===== src/hw/rtl/tbed_pkg.sv =====
// Types and constants of the two-button event detector
package tbed_pkg;

   // Machine phases
   typedef enum logic [1:0] {
      PH_WAIT = 2'd0,
      PH_POLL = 2'd1,
      PH_LOCK = 2'd2,
      PH_IACT = 2'd3
   } phase_type;

   // Event codes on the result channel
   typedef enum logic [1:0] {
      EV_DOWN = 2'd0,
      EV_HOLD = 2'd1,
      EV_UP   = 2'd2,
      EV_HLUP = 2'd3
   } event_kind_type;

   // Field widths
   localparam int STAMP_W     = 32;
   localparam int WINDOW_W    = 16;
   localparam int PORT_KEYS_W = 2;
   localparam int CSR_INDEX_W = 8;

   // Register indexes
   localparam logic [CSR_INDEX_W-1:0] CSR_POLL_WINDOW   = 8'd0;
   localparam logic [CSR_INDEX_W-1:0] CSR_JITTER_WINDOW = 8'd1;
   localparam logic [CSR_INDEX_W-1:0] CSR_HOLD_TIME     = 8'd2;
   localparam logic [CSR_INDEX_W-1:0] CSR_INACTIVE_TIME = 8'd3;

   // Register reset values in ms
   localparam logic [WINDOW_W-1:0] POLL_WINDOW_RESET   = 16'd150;
   localparam logic [WINDOW_W-1:0] JITTER_WINDOW_RESET = 16'd80;
   localparam logic [WINDOW_W-1:0] HOLD_TIME_RESET     = 16'd900;
   localparam logic [WINDOW_W-1:0] INACTIVE_TIME_RESET = 16'd100;

   typedef struct packed {
      logic [WINDOW_W-1:0] poll_window_ms;
      logic [WINDOW_W-1:0] jitter_window_ms;
      logic [WINDOW_W-1:0] hold_time_ms;
      logic [WINDOW_W-1:0] inactive_time_ms;
   } cfg_type;

   // One event from the core to the result register
   typedef struct packed {
      logic                   valid;
      event_kind_type         kind;
      logic [PORT_KEYS_W-1:0] keys;
   } event_type;

   // What one lock-phase step does
   typedef struct packed {
      logic           refresh_jitter;
      logic           set_hold;
      logic           emit;
      event_kind_type kind;
      logic           release_keys;
   } lock_action_type;

   localparam lock_action_type ACT_NONE         = '{1'b0, 1'b0, 1'b0, EV_DOWN, 1'b0};
   localparam lock_action_type ACT_REFRESH      = '{1'b1, 1'b0, 1'b0, EV_DOWN, 1'b0};
   localparam lock_action_type ACT_HOLD         = '{1'b0, 1'b1, 1'b1, EV_HOLD, 1'b0};
   localparam lock_action_type ACT_HOLD_REFRESH = '{1'b1, 1'b1, 1'b1, EV_HOLD, 1'b0};
   localparam lock_action_type ACT_UP           = '{1'b0, 1'b0, 1'b1, EV_UP,   1'b1};
   localparam lock_action_type ACT_HLUP         = '{1'b0, 1'b0, 1'b1, EV_HLUP, 1'b1};

   // Lock decode, indexed by {hold_seen, hold passed, jitter passed, keys differ}
   localparam lock_action_type LOCK_TABLE [0:15] = '{
      ACT_REFRESH,      ACT_NONE,         ACT_REFRESH,      ACT_UP,
      ACT_HOLD,         ACT_HOLD_REFRESH, ACT_HOLD_REFRESH, ACT_HLUP,
      ACT_REFRESH,      ACT_HOLD_REFRESH, ACT_REFRESH,      ACT_HLUP,
      ACT_REFRESH,      ACT_NONE,         ACT_REFRESH,      ACT_HLUP
   };

endpackage


===== src/hw/rtl/tbed_if.sv =====
// Channel interfaces: poll input, event output and register writes

interface tbed_req_if;
   logic        valid;
   logic        ready;
   logic [31:0] now_ms;
   logic [1:0]  pressed;

   modport source (output valid, output now_ms, output pressed, input ready);
   modport sink   (input valid, input now_ms, input pressed, output ready);
endinterface

interface tbed_rsp_if;
   logic       valid;
   logic       ready;
   logic [1:0] event_kind;
   logic [1:0] event_keys;

   modport source (output valid, output event_kind, output event_keys, input ready);
   modport sink   (input valid, input event_kind, input event_keys, output ready);
endinterface

interface tbed_csr_if;
   logic        valid;
   logic        ready;
   logic [7:0]  index;
   logic [15:0] data;

   modport source (output valid, output index, output data, input ready);
   modport sink   (input valid, input index, input data, output ready);
endinterface


===== src/hw/rtl/tbed_core.sv =====
// Phase machine and lock decode of the event detector, one poll per step
module tbed_core #(
   parameter int KEY_COUNT = 2
) (
   input  logic                clock,
   input  logic                reset,
   input  logic                step_en,
   input  logic [31:0]         now_ms,
   input  logic [1:0]          pressed,
   input  tbed_pkg::cfg_type   cfg,
   output tbed_pkg::event_type event_o
);
   import tbed_pkg::*;

   localparam int KW = (KEY_COUNT > PORT_KEYS_W) ? KEY_COUNT : PORT_KEYS_W;

   phase_type              phase_ff, phase_in;
   logic [KEY_COUNT-1:0]   gathered_ff, gathered_in;
   logic [KEY_COUNT-1:0]   locked_ff, locked_in;
   logic                   hold_seen_ff, hold_seen_in;
   logic [STAMP_W-1:0]     start_ff, start_in;
   logic [STAMP_W-1:0]     jitter_ff, jitter_in;

   logic [KW-1:0]          pressed_wide;
   logic [KW-1:0]          locked_wide;
   logic [KEY_COUNT-1:0]   keys;
   logic [KEY_COUNT-1:0]   gathered_merged;
   logic [STAMP_W-1:0]     d_start;
   logic [STAMP_W-1:0]     d_jitter;
   logic                   poll_passed;
   logic                   hold_passed;
   logic                   jitter_passed;
   logic                   inactive_passed;
   logic                   keys_differ;
   logic [3:0]             lock_code;
   lock_action_type        act;
   logic                   ev_valid;
   event_kind_type         ev_kind;

   // Key bits beyond the port width read as zero; extra port bits are dropped
   assign pressed_wide    = KW'(pressed);
   assign keys            = pressed_wide[KEY_COUNT-1:0];
   assign gathered_merged = gathered_ff | keys;

   // Elapsed times wrap modulo 2^32
   assign d_start  = now_ms - start_ff;
   assign d_jitter = now_ms - jitter_ff;

   assign poll_passed     = d_start  > STAMP_W'(cfg.poll_window_ms);
   assign hold_passed     = d_start  > STAMP_W'(cfg.hold_time_ms);
   assign jitter_passed   = d_jitter > STAMP_W'(cfg.jitter_window_ms);
   assign inactive_passed = d_start  > STAMP_W'(cfg.inactive_time_ms);
   assign keys_differ     = locked_ff != gathered_merged;

   assign lock_code = {hold_seen_ff, hold_passed, jitter_passed, keys_differ};
   assign act       = LOCK_TABLE[lock_code];

   // Next phase
   always_comb begin
      phase_in = phase_ff;
      case (phase_ff)
         PH_WAIT: if (|gathered_merged) phase_in = PH_POLL;
         PH_POLL: if (poll_passed) phase_in = PH_LOCK;
         PH_LOCK: if (act.release_keys) phase_in = PH_IACT;
         PH_IACT: if (inactive_passed) phase_in = PH_WAIT;
         default: phase_in = PH_WAIT;
      endcase
   end

   // Keys, stamps and event per phase
   always_comb begin
      gathered_in  = gathered_merged;
      locked_in    = locked_ff;
      hold_seen_in = hold_seen_ff;
      start_in     = start_ff;
      jitter_in    = jitter_ff;
      ev_valid     = 1'b0;
      ev_kind      = EV_DOWN;
      case (phase_ff)
         PH_WAIT: begin
            if (|gathered_merged) start_in = now_ms;
         end
         PH_POLL: begin
            if (poll_passed) begin
               locked_in   = locked_ff | gathered_merged;
               gathered_in = '0;
               start_in    = now_ms;
               jitter_in   = now_ms;
               ev_valid    = 1'b1;
               ev_kind     = EV_DOWN;
            end
         end
         PH_LOCK: begin
            gathered_in = '0;
            if (act.refresh_jitter) jitter_in = now_ms;
            if (act.set_hold) hold_seen_in = 1'b1;
            if (act.release_keys) start_in = now_ms;
            ev_valid = act.emit;
            ev_kind  = act.kind;
         end
         default: begin
            gathered_in  = '0;
            locked_in    = '0;
            hold_seen_in = 1'b0;
         end
      endcase
   end

   // Event carries the locked set after this step
   assign locked_wide = KW'(locked_in);
   assign event_o     = '{valid: ev_valid & step_en, kind: ev_kind,
                          keys: locked_wide[PORT_KEYS_W-1:0]};

   // State registers advance once per processed item
   always_ff @(posedge clock) begin
      if (reset) begin
         phase_ff     <= PH_WAIT;
         gathered_ff  <= '0;
         locked_ff    <= '0;
         hold_seen_ff <= 1'b0;
         start_ff     <= '0;
         jitter_ff    <= '0;
      end else if (step_en) begin
         phase_ff     <= phase_in;
         gathered_ff  <= gathered_in;
         locked_ff    <= locked_in;
         hold_seen_ff <= hold_seen_in;
         start_ff     <= start_in;
         jitter_ff    <= jitter_in;
      end
   end

endmodule


===== src/hw/rtl/two_button_event_detector_top.sv =====
// Two-button event detector: poll channel in, press/hold/release events out
//
// Each poll item (now_ms, pressed) is taken into an input register, run
// through the phase machine once the result register has room, and its
// event, if it has one, lands in the result register; one item per cycle is
// sustained while the result channel does not stall. The input register frees
// up whenever the result register is empty or being taken, so req_chan.ready
// drops only while a result waits and another item sits in the input register.
// Register writes are taken at once (csr_chan.ready is always high); indexes
// past the last register are ignored. Configure only while no item is in flight.
module two_button_event_detector_top #(
   parameter int KEY_COUNT = 2
) (
   input logic      clock,
   input logic      reset,
   tbed_req_if.sink   req_chan,
   tbed_rsp_if.source rsp_chan,
   tbed_csr_if.sink   csr_chan
);
   import tbed_pkg::*;

   cfg_type             cfg_ff;
   logic                s1_valid_ff;
   logic [STAMP_W-1:0]  s1_now_ff;
   logic [1:0]          s1_pressed_ff;
   logic                rsp_valid_ff;
   event_kind_type      rsp_kind_ff;
   logic [1:0]          rsp_keys_ff;
   logic                advance;
   logic                req_take;
   event_type           event_w;

   // Register write port
   assign csr_chan.ready = 1'b1;

   always_ff @(posedge clock) begin
      if (reset) begin
         cfg_ff <= '{poll_window_ms:   POLL_WINDOW_RESET,
                     jitter_window_ms: JITTER_WINDOW_RESET,
                     hold_time_ms:     HOLD_TIME_RESET,
                     inactive_time_ms: INACTIVE_TIME_RESET};
      end else if (csr_chan.valid) begin
         case (csr_chan.index)
            CSR_POLL_WINDOW:   cfg_ff.poll_window_ms   <= csr_chan.data;
            CSR_JITTER_WINDOW: cfg_ff.jitter_window_ms <= csr_chan.data;
            CSR_HOLD_TIME:     cfg_ff.hold_time_ms     <= csr_chan.data;
            CSR_INACTIVE_TIME: cfg_ff.inactive_time_ms <= csr_chan.data;
            default: ;
         endcase
      end
   end

   // Input stage moves on when the result register has room
   assign advance        = s1_valid_ff & (~rsp_valid_ff | rsp_chan.ready);
   assign req_chan.ready = ~s1_valid_ff | advance;
   assign req_take       = req_chan.valid & req_chan.ready;

   always_ff @(posedge clock) begin
      if (reset) begin
         s1_valid_ff <= 1'b0;
      end else if (req_take) begin
         s1_valid_ff <= 1'b1;
      end else if (advance) begin
         s1_valid_ff <= 1'b0;
      end
   end

   always_ff @(posedge clock) begin
      if (req_take) begin
         s1_now_ff     <= req_chan.now_ms;
         s1_pressed_ff <= req_chan.pressed;
      end
   end

   tbed_core #(
      .KEY_COUNT (KEY_COUNT)
   ) u_core (
      .clock   (clock),
      .reset   (reset),
      .step_en (advance),
      .now_ms  (s1_now_ff),
      .pressed (s1_pressed_ff),
      .cfg     (cfg_ff),
      .event_o (event_w)
   );

   // Result register
   always_ff @(posedge clock) begin
      if (reset) begin
         rsp_valid_ff <= 1'b0;
      end else if (advance) begin
         rsp_valid_ff <= event_w.valid;
      end else if (rsp_chan.ready) begin
         rsp_valid_ff <= 1'b0;
      end
   end

   always_ff @(posedge clock) begin
      if (advance && event_w.valid) begin
         rsp_kind_ff <= event_w.kind;
         rsp_keys_ff <= event_w.keys;
      end
   end

   assign rsp_chan.valid      = rsp_valid_ff;
   assign rsp_chan.event_kind = rsp_kind_ff;
   assign rsp_chan.event_keys = rsp_keys_ff;

endmodule


===== src/flat_wrapper.sv =====
// flat-port wrapper written by rule: the top's interface ports become plain ports
module two_button_event_detector_top_flat import tbed_pkg::*;
#(
   parameter int KEY_COUNT = 2
)
  (clock, reset, req_chan_valid, req_chan_now_ms, req_chan_pressed, req_chan_ready, rsp_chan_valid, rsp_chan_event_kind, rsp_chan_event_keys, rsp_chan_ready, csr_chan_valid, csr_chan_index, csr_chan_data, csr_chan_ready);
  tbed_req_if req_chan_i ();
  tbed_rsp_if rsp_chan_i ();
  tbed_csr_if csr_chan_i ();
  input logic clock;
  input logic reset;
  input wire logic [$bits(req_chan_i.valid)-1:0] req_chan_valid;
  input wire logic [$bits(req_chan_i.now_ms)-1:0] req_chan_now_ms;
  input wire logic [$bits(req_chan_i.pressed)-1:0] req_chan_pressed;
  output wire logic [$bits(req_chan_i.ready)-1:0] req_chan_ready;
  output wire logic [$bits(rsp_chan_i.valid)-1:0] rsp_chan_valid;
  output wire logic [$bits(rsp_chan_i.event_kind)-1:0] rsp_chan_event_kind;
  output wire logic [$bits(rsp_chan_i.event_keys)-1:0] rsp_chan_event_keys;
  input wire logic [$bits(rsp_chan_i.ready)-1:0] rsp_chan_ready;
  input wire logic [$bits(csr_chan_i.valid)-1:0] csr_chan_valid;
  input wire logic [$bits(csr_chan_i.index)-1:0] csr_chan_index;
  input wire logic [$bits(csr_chan_i.data)-1:0] csr_chan_data;
  output wire logic [$bits(csr_chan_i.ready)-1:0] csr_chan_ready;
  assign req_chan_i.valid = req_chan_valid;
  assign req_chan_i.now_ms = req_chan_now_ms;
  assign req_chan_i.pressed = req_chan_pressed;
  assign req_chan_ready = req_chan_i.ready;
  assign rsp_chan_valid = rsp_chan_i.valid;
  assign rsp_chan_event_kind = rsp_chan_i.event_kind;
  assign rsp_chan_event_keys = rsp_chan_i.event_keys;
  assign rsp_chan_i.ready = rsp_chan_ready;
  assign csr_chan_i.valid = csr_chan_valid;
  assign csr_chan_i.index = csr_chan_index;
  assign csr_chan_i.data = csr_chan_data;
  assign csr_chan_ready = csr_chan_i.ready;
  two_button_event_detector_top #(.KEY_COUNT(KEY_COUNT)) u_core (.clock(clock), .reset(reset), .req_chan(req_chan_i), .rsp_chan(rsp_chan_i), .csr_chan(csr_chan_i));
endmodule

===== config.mk =====
export PLATFORM = sky130hd
export DESIGN_NAME = two_button_event_detector_top_flat
export DESIGN_NICKNAME = d
export VERILOG_FILES = /design/src/hw/rtl/tbed_pkg.sv /design/src/hw/rtl/tbed_if.sv /design/src/hw/rtl/tbed_core.sv /design/src/hw/rtl/two_button_event_detector_top.sv /design/src/flat_wrapper.sv
export SDC_FILE = /design/constraint.sdc
export NUM_CORES = 1
export LEC_CHECK = 0
export ABC_AREA = 1
export BUFFER_PORTS_ARGS = -buffer_cell sky130_fd_sc_hd__buf_2
export CAP_MARGIN = 40
export CORE_ASPECT_RATIO = 0.5
export CORE_MARGIN = 2
export CORE_UTILIZATION = 35
export DETAILED_ROUTE_END_ITERATION = 10
export GPL_ROUTABILITY_DRIVEN = 0
export HOLD_SLACK_MARGIN = 0.15
export PLACE_DENSITY = 0.53
export SYNTH_ARGS = -nofsm -noshare
export SYNTH_HDL_FRONTEND = slang
export SYNTH_HIERARCHICAL = 1
export SYNTH_SLANG_ARGS = --single-unit

===== constraint.sdc =====
create_clock -name clock -period 4.5 [get_ports clock]
set_clock_uncertainty 0.1 [all_clocks]
set_input_delay 0.675 -clock clock [delete_from_list [all_inputs] [get_ports clock]]
set_output_delay 0.675 -clock clock [all_outputs]
set_load 0.01 [all_outputs]

==> results of run 1 <==
-- worst paths after layout --
kind	startpoint	endpoint	slack (ps)	cells past startpoint
max	u_core/s1_now_ff[4]	u_core/u_core/start_ff[29]	-150	29
min	req_chan_now_ms[27]	u_core/s1_now_ff[27]	290	1
max reg2reg	u_core/s1_now_ff[4]	u_core/u_core/start_ff[29]	-150	29
min reg2reg	u_core/cfg_ff[25]	u_core/cfg_ff[25]	360	2
-- report_power, final --
group          leakage (µW)  switching, µW  internal [µW]  total, µW
logic               0.00626           1290            932       2220
registers           0.00149           48.1           1670       1720
clock network      0.000294            732            831       1560
total               0.00804           2070           3430       5500
-- area by class of cell --
class	instances	area (µm²)
Fill cell	3821	20300
Multi-Input combinational cell	1424	8500
Sequential cell	175	3880
Timing Repair Buffer	254	2030
Inverter	362	1360
Tap cell	494	618
Clock buffer	19	464
Clock inverter	13	146
-- per-stage QoR --
step | std cells | area, µm² | setup WS, ps
2_1_floorplan | 2018 | 13300 | 353
3_3_place_gp | 2677 | 15200 | -393
3_5_place_dp | 2680 | 15200 | -541
4_1_cts | 2724 | 16300 | -139
5_1_grt | 2741 | 17000 | -338
6_report | 2741 | 17000 | -151
-- timing repair --
item | CTS | global route
pin swaps | 20 | 65
endpoints found under the setup margin | 74 | 78
setup buffers | 10 | 16
gates cloned | 3 | 6
gates resized for setup | 76 | 131
-- registers in the layout, indices dropped and copies added, names as in the netlist, 32 cells and up --
register                 cells
u_core/cfg_ff               64
u_core/u_core/jitter_ff     32
u_core/s1_now_ff            32
u_core/u_core/start_ff      32
-- critical path, delay by kind of cell (launching register included) --
kind	cells	cell delay (ps)
DFF	1	440
buffers and inverters	5	760
xor gates and xnor gates	1	210
adders and majority gates	3	810
AOI/OAI and AO/OA	5	700
and+or+nand+nor	15	1500
-- per-layer routing --
layer	vias to the layer above	part of all wire, %
li1	6908	-
met1	5992	51
met4	0	1.6
met2	254	43
met3	45	4.7
met5	-	0
-- kinds of logic (layout without fill, tap and decap cells) --
| family | after synthesis | in the layout | synth area share, % |
|---|---|---|---|
| AND/OR/NAND/NOR | 943 | 943 | 30.4 |
| buffers and inverters | 419 | 648 | 12.7 |
| AO/OA/AOI/OAI | 309 | 309 | 12.4 |
| flip-flops | 175 | 175 | 29.3 |
| adder cells (fa/ha/maj) | 135 | 135 | 12.8 |
| XOR/XNOR | 36 | 36 | 2.38 |
| other | 1 | 1 | 0.0283 |
-- placed cells by master, fill, tap and decap left out, drive strengths merged, types with 9 or more instances in the layout --
master and count:
a21oi 207, buf 249, clkbuf 24, dfxtp 137, edfxtp 38, ha 133, inv 365, nand2 494
nand3 175, nand4 30, nor2 212, nor3 12, o21ai 67, xnor2 9, xor2 27
==> metrics.md, run 1 <==
| Metric | Value |
|---|---|
| Status | `finished, violations left` |
| Violations in the final reports | `setup timing` |
| Crit start category | `register` |
| Final hold slack | `287 ps` |
| Worst-Margin Slew | `slightly below 900 ps` |
| Number of synthesized flops with an enable pin | `38` |
| RSZ-0062 raised after global routing | `true` |
| PwrDens | `324 mW/mm²` |
| Final core occ | `~46%` |
| Most Used Layer, Global Route | `met2` |
| Die W | `roughly 280 µm` |
| Slew Limit Fails | `0` |
| Cell Area, Synth | `roughly 0.013 mm²` |
| Asr flop ratio synth | `0%` |
| DR pass1 iterations | `8` |
| Final setup violation count | `65` |
| FMAX | `between 0.2 and 0.25 GHz` |
| Remaining antenna violation count | `0` |
| Max Cap Viol | `0` |
| Flops & latches, synth | `approximately 180` |
| GR met1 Demand/Resource | `between 30 and 40%` |
| Initial antenna violation count | `0` |
| Worst Path Class, Setup | `reg -> reg` |
| Top-count cell post-synth | `nand2_1` |
| 1st-iter DRT viols | `just over 800` |
| Total global routing overflow | `0` |
| CTS Buf Count | `17` |
| Pleak | `roughly 0.0080 µW` |
| Ant. Diodes | `0` |
| Row count | `50` |
| Maximum vdd drop | `around 280 µV` |
| CTS H-tree lvls | `4` |
| Global Route met3 Usage | `under 10%` |
| Layout area overhead | `28.2%` |
| TritonCTS clock tree | `done` |
| Slowest-stage cell, CP | `edfxtp_1` |
| Max_slew headroom | `41.0%` |
| Hold crit path type | `in -> reg` |
| PortBufs | `between 60 and 70` |
| Later-pin clock latency in the skew report | `between 400 and 500 ps` |
| Ports | `70` |
| Synth warnings | `6` |
| CTS max path bufs | `2` |
| Top cell type's share of synthesized area | `~21%` |
| Count of cell types in the netlist | `47` |
| Crit share post-route | `103%` |
| Commonest cells post-synth | `487 x nand2_1, 352 x inv_1, 206 x a21oi_1` |
| Main synth FF type | `dfxtp_1` |
| Final WL | `around 42 mm` |
| Total Power | `about 5500 µW` |
| Starting density of the core | `roughly 36%` |
| Clock slew at reported path FFs | `~70 ps` |
| Worst Setup End Kind | `register` |
| Core footprint | `0.0373 mm²` |
| Setup_tns | `-5730 ps` |
| Net count after synthesis | `about 2,200` |
| Final hold violations | `0` |
| Sequential area share after synthesis | `approximately 30%` |
| DR vias/cell | `~4.8` |
| DP HPWL | `around 32 mm` |
| Largest net degree at the start of global routing | `47` |
| Final #Nets | `roughly 2,400` |
| Clk root buf | `clkbuf_16` |
| First-pass GRT wire length | `65.3 mm` |
| Hold_buf cts | `0` |
| Setup ws final | `-151 ps` |
| Clk sink count | `around 180` |
| Synthesized instance count | `~2,000` |
| Arr. time, crit path | `4900 ps` |
| Area leader, netlist | `dfxtp_1` |
| Post-route DRC violation count | `0` |
| DR WL/cell | `~15 µm` |
| Routed vias | `13,200` |
| CP max FO | `7` |
| WP data required | `roughly 4700 ps` |
| Met2 GRT Util | `33.2%` |
| DIE AREA | `about 0.04 mm²` |
| Die span in y | `142 µm` |
| Layout cell share with drive strength beyond 1 | `21.1%` |
| Total GRT Usage | `21.1%` |
| Crit path time final | `4650 ps` |
| CP max stage delay | `between 400 and 500 ps` |
| Syn Area/Cell | `~6.6 µm²` |
| Vias in the first global route | `12,200` |
| Top post-synthesis cells by area | `dfxtp_1 21%, nand2_1 14%, ha_1 13%` |
No activity file was read; power rests on OpenSTA's default activity.
==> inputs of run 2 (changes only) <==
Clock period 4.5 ns to 4.4 ns, I/O delays scaled along.
==> metrics.md, run 2 (synthesis results as in run 1) <==
| Metric | Value |
|---|---|
| Arr. time, crit path | `4700 ps (was 4900 ps)` |
| Largest register FFs | `64 (unchanged)` |
| Crit path time final | `4630 ps (was 4650 ps)` |
| Total global routing overflow | `0 (unchanged)` |
| Pleak | `0.00815 µW (was 0.00804 µW)` |
| WP data required | `4470 ps (was 4740 ps)` |
| Final setup violation count | `72 (was 65)` |
| Layout area overhead | `28.9% (was 28.2%)` |
| Final WL | `41.8 mm (was 42.1 mm)` |
| DR WL/cell | `15.1 µm (was 15.3 µm)` |
| Layout fillers | `3,835 (was 3,821)` |
| Area occupied by multi-input gates | `0.00847 mm² (was 0.00850 mm²)` |
| Crit share post-route | `105% (was 103%)` |
| Seq. cell area | `0.00388 mm² (about the same)` |
| PortBufs | `68 (unchanged)` |
| Worst Path Class, Setup | `reg -> reg (unchanged)` |
| CTS Buf Count | `17 (unchanged)` |
| Combinational share of power | `40.6% (was 40.4%)` |
| TritonCTS clock tree | `done (unchanged)` |
| 1st-iter DRT viols | `1,010 (was 809)` |
| Max_slew headroom | `46.7% (was 41.0%)` |
| Layout cell share with drive strength beyond 1 | `22.0% (was 21.1%)` |
| Die W | `279 µm (unchanged)` |
| Clock slew at reported path FFs | `70 ps (about the same)` |
| Slowest-stage cell, CP | `edfxtp_1 (unchanged)` |
| CP max stage delay | `440 ps (about the same)` |
| First-pass GRT wire length | `65.5 mm (was 65.3 mm)` |
| Clock power share | `28.7% (was 28.4%)` |
| Hold crit path type | `in -> reg (unchanged)` |
| Cell Count Post-Placement | `2,700 (was 2,680)` |
| Crit-path most repeated cell | `buf_4` |
| Routed vias | `13,300 (was 13,200)` |
| Largest net degree at the start of global routing | `47 (unchanged)` |
| Most flop-heavy register | `u_core/cfg_ff (unchanged)` |
| Status | `finished, violations left (unchanged)` |
| Starting density of the core | `35.5% (unchanged)` |
| Crit start category | `register (unchanged)` |
| Slew Limit Fails | `0 (unchanged)` |
| Ports | `70 (unchanged)` |
| Switching share of power | `36.8% (was 37.6%)` |
| Initial antenna violation count | `0 (unchanged)` |
| Ant. Diodes | `0 (unchanged)` |
| Maximum vdd drop | `228 µV (was 282 µV)` |
| Core footprint | `0.0373 mm² (unchanged)` |
| Crit path buf inv count | `16 (was 5)` |
| Final core occ | `45.8% (was 45.5%)` |
| Post-DP Area | `0.0154 mm² (was 0.0152 mm²)` |
| Remaining antenna violation count | `0 (unchanged)` |
| Die span in y | `142 µm (unchanged)` |
| RSZ-0062 raised after global routing | `true (unchanged)` |
| Switch Pwr | `2100 µW (was 2070 µW)` |
| Fin area | `0.0171 mm² (was 0.0170 mm²)` |
| CP max FO | `4 (was 7)` |
| Row count | `50 (unchanged)` |
| PwrDens | `334 mW/mm² (was 324 mW/mm²)` |
| CTS H-tree lvls | `4 (unchanged)` |
| Final hold violations | `0 (unchanged)` |
| DP HPWL | `31.9 mm (was 31.6 mm)` |
| Pint | `3610 µW (was 3430 µW)` |
| DR pass1 iterations | `5 (was 8)` |
| DIE AREA | `0.0396 mm² (unchanged)` |
| Setup ws final | `-229 ps (was -151 ps)` |
| FMAX | `0.216 GHz (was 0.215 GHz)` |
| Violations in the final reports | `setup timing (unchanged)` |
| Clk root buf | `clkbuf_16 (unchanged)` |
| Max Cap Viol | `0 (unchanged)` |
| Sequential share of power | `30.7% (was 31.2%)` |
| Most common cell after layout, fill and taps aside | `nand2_1 (unchanged)` |
| Worst-Margin Slew | `798 ps (was 883 ps)` |
| CTS max path bufs | `2 (unchanged)` |
| Total GRT Usage | `21.1% (about the same)` |
| Post-route DRC violation count | `0 (unchanged)` |
| Clk sink count | `175 (unchanged)` |
| Commonest cells after routing, fill and taps aside | `464 x nand2_1, 346 x inv_1, 192 x buf_4 (was 461 x nand2_1, 344 x inv_1, 181 x nor2_1)` |
| Final #Nets | `2,457 (was 2,432)` |
| Final std cells w/o fill | `2,766 (was 2,741)` |
| Vias in the first global route | `12,200 (about the same)` |
| Later-pin clock latency in the skew report | `460 ps (about the same)` |
| CP delay by family, top | `buffers and inverters (was simple AND/OR/NAND/NOR gates)` |
| DR vias/cell | `4.80 (was 4.82)` |
| Worst Setup End Kind | `register (unchanged)` |
## run 2: stage by stage
stage	hold WS, ps	power [µW]	worst slack, ps	setup TNS, ps
after global placement	340	3810	-411	-24740
after detailed placement	345	3830	-519	-33240
after floorplan	329	3010	253	0
after CTS	252	5610	-178	-9650
final	277	5710	-229	-11280
after global routing	250	6090	-490	-32510
## run 2: power groups by stage
stage	Sequential (µW)	Clock (µW)	Combinational [µW]
5_1_grt	1760	1740	2580
2_1_floorplan	1770	0	1240
3_5_place_dp	1790	0	2050
6_report	1750	1640	2320
4_1_cts	1750	1680	2170
3_3_place_gp	1790	0	2030
## run 2: layer usage
layer	vias up	routed length (µm)	GRT usage [%]	part of all wire [%]
li1	6968	-	-	-
met5	-	0	0	0
met4	0	702	5.57	1.7
met1	6023	21400	30.5	51
met3	37	1730	3.10	4.1
met2	240	17900	32.8	43
## run 2: cell type report
cell class / count / share of cell area (%)
clock buffer: 20 / 2.76
clock inverter: 12 / 0.827
tap: 494 / 3.61
timing repair buffer: 279 / 12.6
multi-input combinational: 1424 / 49.5
sequential: 175 / 22.7
inverter: 362 / 7.95
## run 2: final timing paths
| check | end | slack [ps] | cells after the start | from |
|---|---|---|---|---|
| max reg2reg | u_core/rsp_chan.event_kind[0] | -230 | 34 | u_core/s1_now_ff[9] |
| max | u_core/rsp_chan.event_kind[0] | -230 | 34 | u_core/s1_now_ff[9] |
| min | u_core/s1_now_ff[4] | 280 | 1 | req_chan_now_ms[4] |
| min reg2reg | u_core/u_core/start_ff[25] | 360 | 2 | u_core/u_core/start_ff[25] |
## run 2: what timing repair did
| action | in CTS | in global routing |
|---|---|---|
| setup endpoints to repair | 74 | 79 |
| hold buffers | 0 | 0 |
| cloned | 3 | 1 |
| gates resized for setup | 78 | 117 |
| pin swaps | 24 | 39 |
| setup buffers | 21 | 11 |
## run 2: worst reg2reg max path, delay by kind of cell, from the launching register on
| family | cells | cell delay [ps] |
|---|---|---|
| buffers and inverters | 16 | 1800 |
| AND/OR/NAND/NOR | 12 | 970 |
| AO/OA/AOI/OAI | 3 | 460 |
| flip-flops | 1 | 440 |
| adder cells (fa/ha/maj) | 2 | 430 |
| XOR/XNOR | 1 | 170 |
==> inputs of run 3 (changes only) <==
Settings changed: CELL_PAD_IN_SITES_DETAIL_PLACEMENT set to 1, CELL_PAD_IN_SITES_GLOBAL_PLACEMENT set to 1, CORE_MARGIN 2 to not set, GPL_ROUTABILITY_DRIVEN 0 to not set, PLACE_DENSITY 0.53 to 0.68.
==> metrics.md, run 3 (synthesis results as in run 1) <==
| Metric | Value |
|---|---|
| Most common cell after layout, fill and taps aside | `nand2_1 (unchanged)` |
| Final WL | `53.3 mm (was 41.8 mm)` |
| Max_slew headroom | `42.1% (was 46.7%)` |
| Final setup violation count | `72 (unchanged)` |
| Reg2reg path depth | `33 (was 34)` |
| Largest register FFs | `64 (unchanged)` |
| DR pass1 iterations | `5 (unchanged)` |
| RSZ-0062 raised after global routing | `true (unchanged)` |
| DR vias/cell | `5.09 (was 4.80)` |
| CTS H-tree lvls | `4 (unchanged)` |
| CP max stage delay | `480 ps (was 440 ps)` |
| Remaining antenna violation count | `0 (unchanged)` |
| Total global routing overflow | `0 (unchanged)` |
| Total GRT Usage | `24.7% (was 21.1%)` |
| Hold path depth | `1 (unchanged)` |
| Post-place setup slack | `-870 ps (was -519 ps)` |
| Routed vias | `14,300 (was 13,300)` |
| TritonCTS clock tree | `done (unchanged)` |
| Worst R2R Setup Slack | `-390 ps (was -230 ps)` |
| CP max FO | `7 (was 4)` |
| Crit start category | `register (unchanged)` |
| DIE AREA | `0.0387 mm² (was 0.0396 mm²)` |
| FMAX | `0.209 GHz (was 0.216 GHz)` |
| Setup ws final | `-394 ps (was -229 ps)` |
| Largest net degree at the start of global routing | `47 (unchanged)` |
| Slowest-stage cell, CP | `edfxtp_1 (unchanged)` |
| PortBufs | `68 (unchanged)` |
| Clk sink count | `175 (unchanged)` |
| Ports | `70 (unchanged)` |
| DR WL/cell | `18.9 µm (was 15.1 µm)` |
| Die span in y | `140 µm (was 142 µm)` |
| Maximum vdd drop | `174 µV (was 228 µV)` |
| Clk root buf | `clkbuf_16 (unchanged)` |
| Total Power | `6040 µW (was 5710 µW)` |
| Layout area overhead | `36.4% (was 28.9%)` |
| Later-pin clock latency in the skew report | `460 ps (about the same)` |
| Post-route DRC violation count | `0 (unchanged)` |
| Hold Startpoint | `req_chan_pressed[1] (was req_chan_now_ms[4])` |
| GP Congestion | `slightly below 0.9` |
| Hold crit path type | `in -> reg (unchanged)` |
| Violations in the final reports | `setup timing (unchanged)` |
| DP HPWL | `36.3 mm (was 31.9 mm)` |
| Ant. Diodes | `0 (unchanged)` |
| Vias in the first global route | `13,900 (was 12,200)` |
| CTS Buf Count | `17 (unchanged)` |
| Core footprint | `0.0366 mm² (was 0.0373 mm²)` |
| 1st-iter DRT viols | `827 (was 1,010)` |
| Max Cap Viol | `0 (unchanged)` |
| Arr. time, crit path | `5060 ps (was 4700 ps)` |
| Final hold violations | `0 (unchanged)` |
| FF-to-FF End | `u_core/u_core/jitter_ff[5] (was u_core/rsp_chan.event_kind[0])` |
| Crit share post-route | `109% (was 105%)` |
| Pleak | `0.00858 µW (was 0.00815 µW)` |
| FF-to-FF Start | `u_core/s1_now_ff[1] (was u_core/s1_now_ff[9])` |
| Worst Setup End Kind | `register (unchanged)` |
| Slew Limit Fails | `0 (unchanged)` |
| Starting density of the core | `36.2% (was 35.5%)` |
| Worst Path Class, Setup | `reg -> reg (unchanged)` |
| CTS max path bufs | `2 (unchanged)` |
| Layout cell share with drive strength beyond 1 | `27.3% (was 22.0%)` |
| Final #Nets | `2,519 (was 2,457)` |
| Initial antenna violation count | `0 (unchanged)` |
| Clock slew at reported path FFs | `80 ps (was 70 ps)` |
| WP data required | `4670 ps (was 4470 ps)` |
| Die W | `277 µm (was 279 µm)` |
| PwrDens | `334 mW/mm² (about the same)` |
| Final core occ | `49.5% (was 45.8%)` |
| Layout fillers | `4,645 (was 3,835)` |
| Most flop-heavy register | `u_core/cfg_ff (unchanged)` |
| Hold_buf cts | `0 (unchanged)` |
| Hold endpoint | `u_core/s1_pressed_ff[1] (was u_core/s1_now_ff[4])` |
| Crit path time final | `4790 ps (was 4630 ps)` |
| Commonest cells after routing, fill and taps aside | `436 x nand2_1, 342 x inv_1, 236 x buf_4 (was 464 x nand2_1, 346 x inv_1, 192 x buf_4)` |
| Row count | `49 (was 50)` |
| First-pass GRT wire length | `75.5 mm (was 65.5 mm)` |
| Status | `finished, violations left (unchanged)` |
| Worst-Margin Slew | `866 ps (was 798 ps)` |
[run 3: cell types whose count changed in the layout (fill, tap and decap cells not counted), moves of 8 or more]
cell	before	now
buf_6	3	14
o21ai_2	17	33
nor2_4	11	21
nand2_1	464	436
buf_4	192	236
o21ai_1	22	9
nand3_1	161	152
nand2_2	25	46
nand3_2	12	20
[run 3: layout make-up]
cell class                      count  area (µm²)  area share, %
Sequential cell                   175        3890           21.5
Inverter                          362        1360           7.51
Clock inverter                     12         111          0.615
Clock buffer                       20         479           2.65
Tap cell                          484         606           3.35
Multi-Input combinational cell   1424        8930           49.3
Timing Repair Buffer              341        2740           15.1
[run 3: worst max path at each step]
stage,from,slack (ps),to,depth (start not counted)
after global routing,u_core/s1_now_ff[12],-710,u_core/u_core/jitter_ff[5],27
after detailed placement,u_core/s1_now_ff[7],-870,u_core/u_core/start_ff[26],26
after global placement,u_core/s1_now_ff[3],-660,u_core/u_core/start_ff[30],27
after CTS,u_core/s1_now_ff[4],-270,u_core/u_core/start_ff[21],27
after floorplan,u_core/s1_now_ff[2],250,u_core/u_core/jitter_ff[10],27
final,u_core/s1_now_ff[1],-390,u_core/u_core/jitter_ff[5],33
[run 3: stage by stage]
| step | setup TNS (ps) | area (µm²) | hold slack, ps | instances |
|---|---|---|---|---|
| finish | -20510 | 18100 | 273 | 2818 |
| global route | -40440 | 18100 | 249 | 2818 |
| CTS | -15010 | 16900 | 254 | 2783 |
| detailed placement | -59680 | 15600 | 347 | 2726 |
| global placement | -45490 | 15500 | 341 | 2723 |
| floorplan | 0 | 13300 | 329 | 2018 |
[run 3: critical path: cells and delay by family, from the launching register on]
kind	cells	cell delay, ps
AOI/OAI and AO/OA	2	340
xor gates and xnor gates	1	160
adders and majority gates	3	790
buffers and inverters	8	990
DFF	1	480
and+or+nand+nor	19	1820
[run 3: routing by layer]
metal	vias up	GRT usage (%)	part of all wire, %
met4	0	6.11	1.8
met5	-	0	0
met2	263	39.2	46
li1	7068	-	-
met1	6950	35.3	48
met3	57	3.06	3.8
[run 3: power breakdown]
part           switching (µW)  internal, µW
sequential               49.3          1710
combinational            1560          1150
clock                     765           815
[run 3: what timing repair did]
action / CTS / global route
resized for setup: 123 / 208
setup buffers: 23 / 27
pin swaps: 23 / 73
hold endpoints to repair: 0 / 0
cloned: 2 / 10
endpoints found under the setup margin: 74 / 80
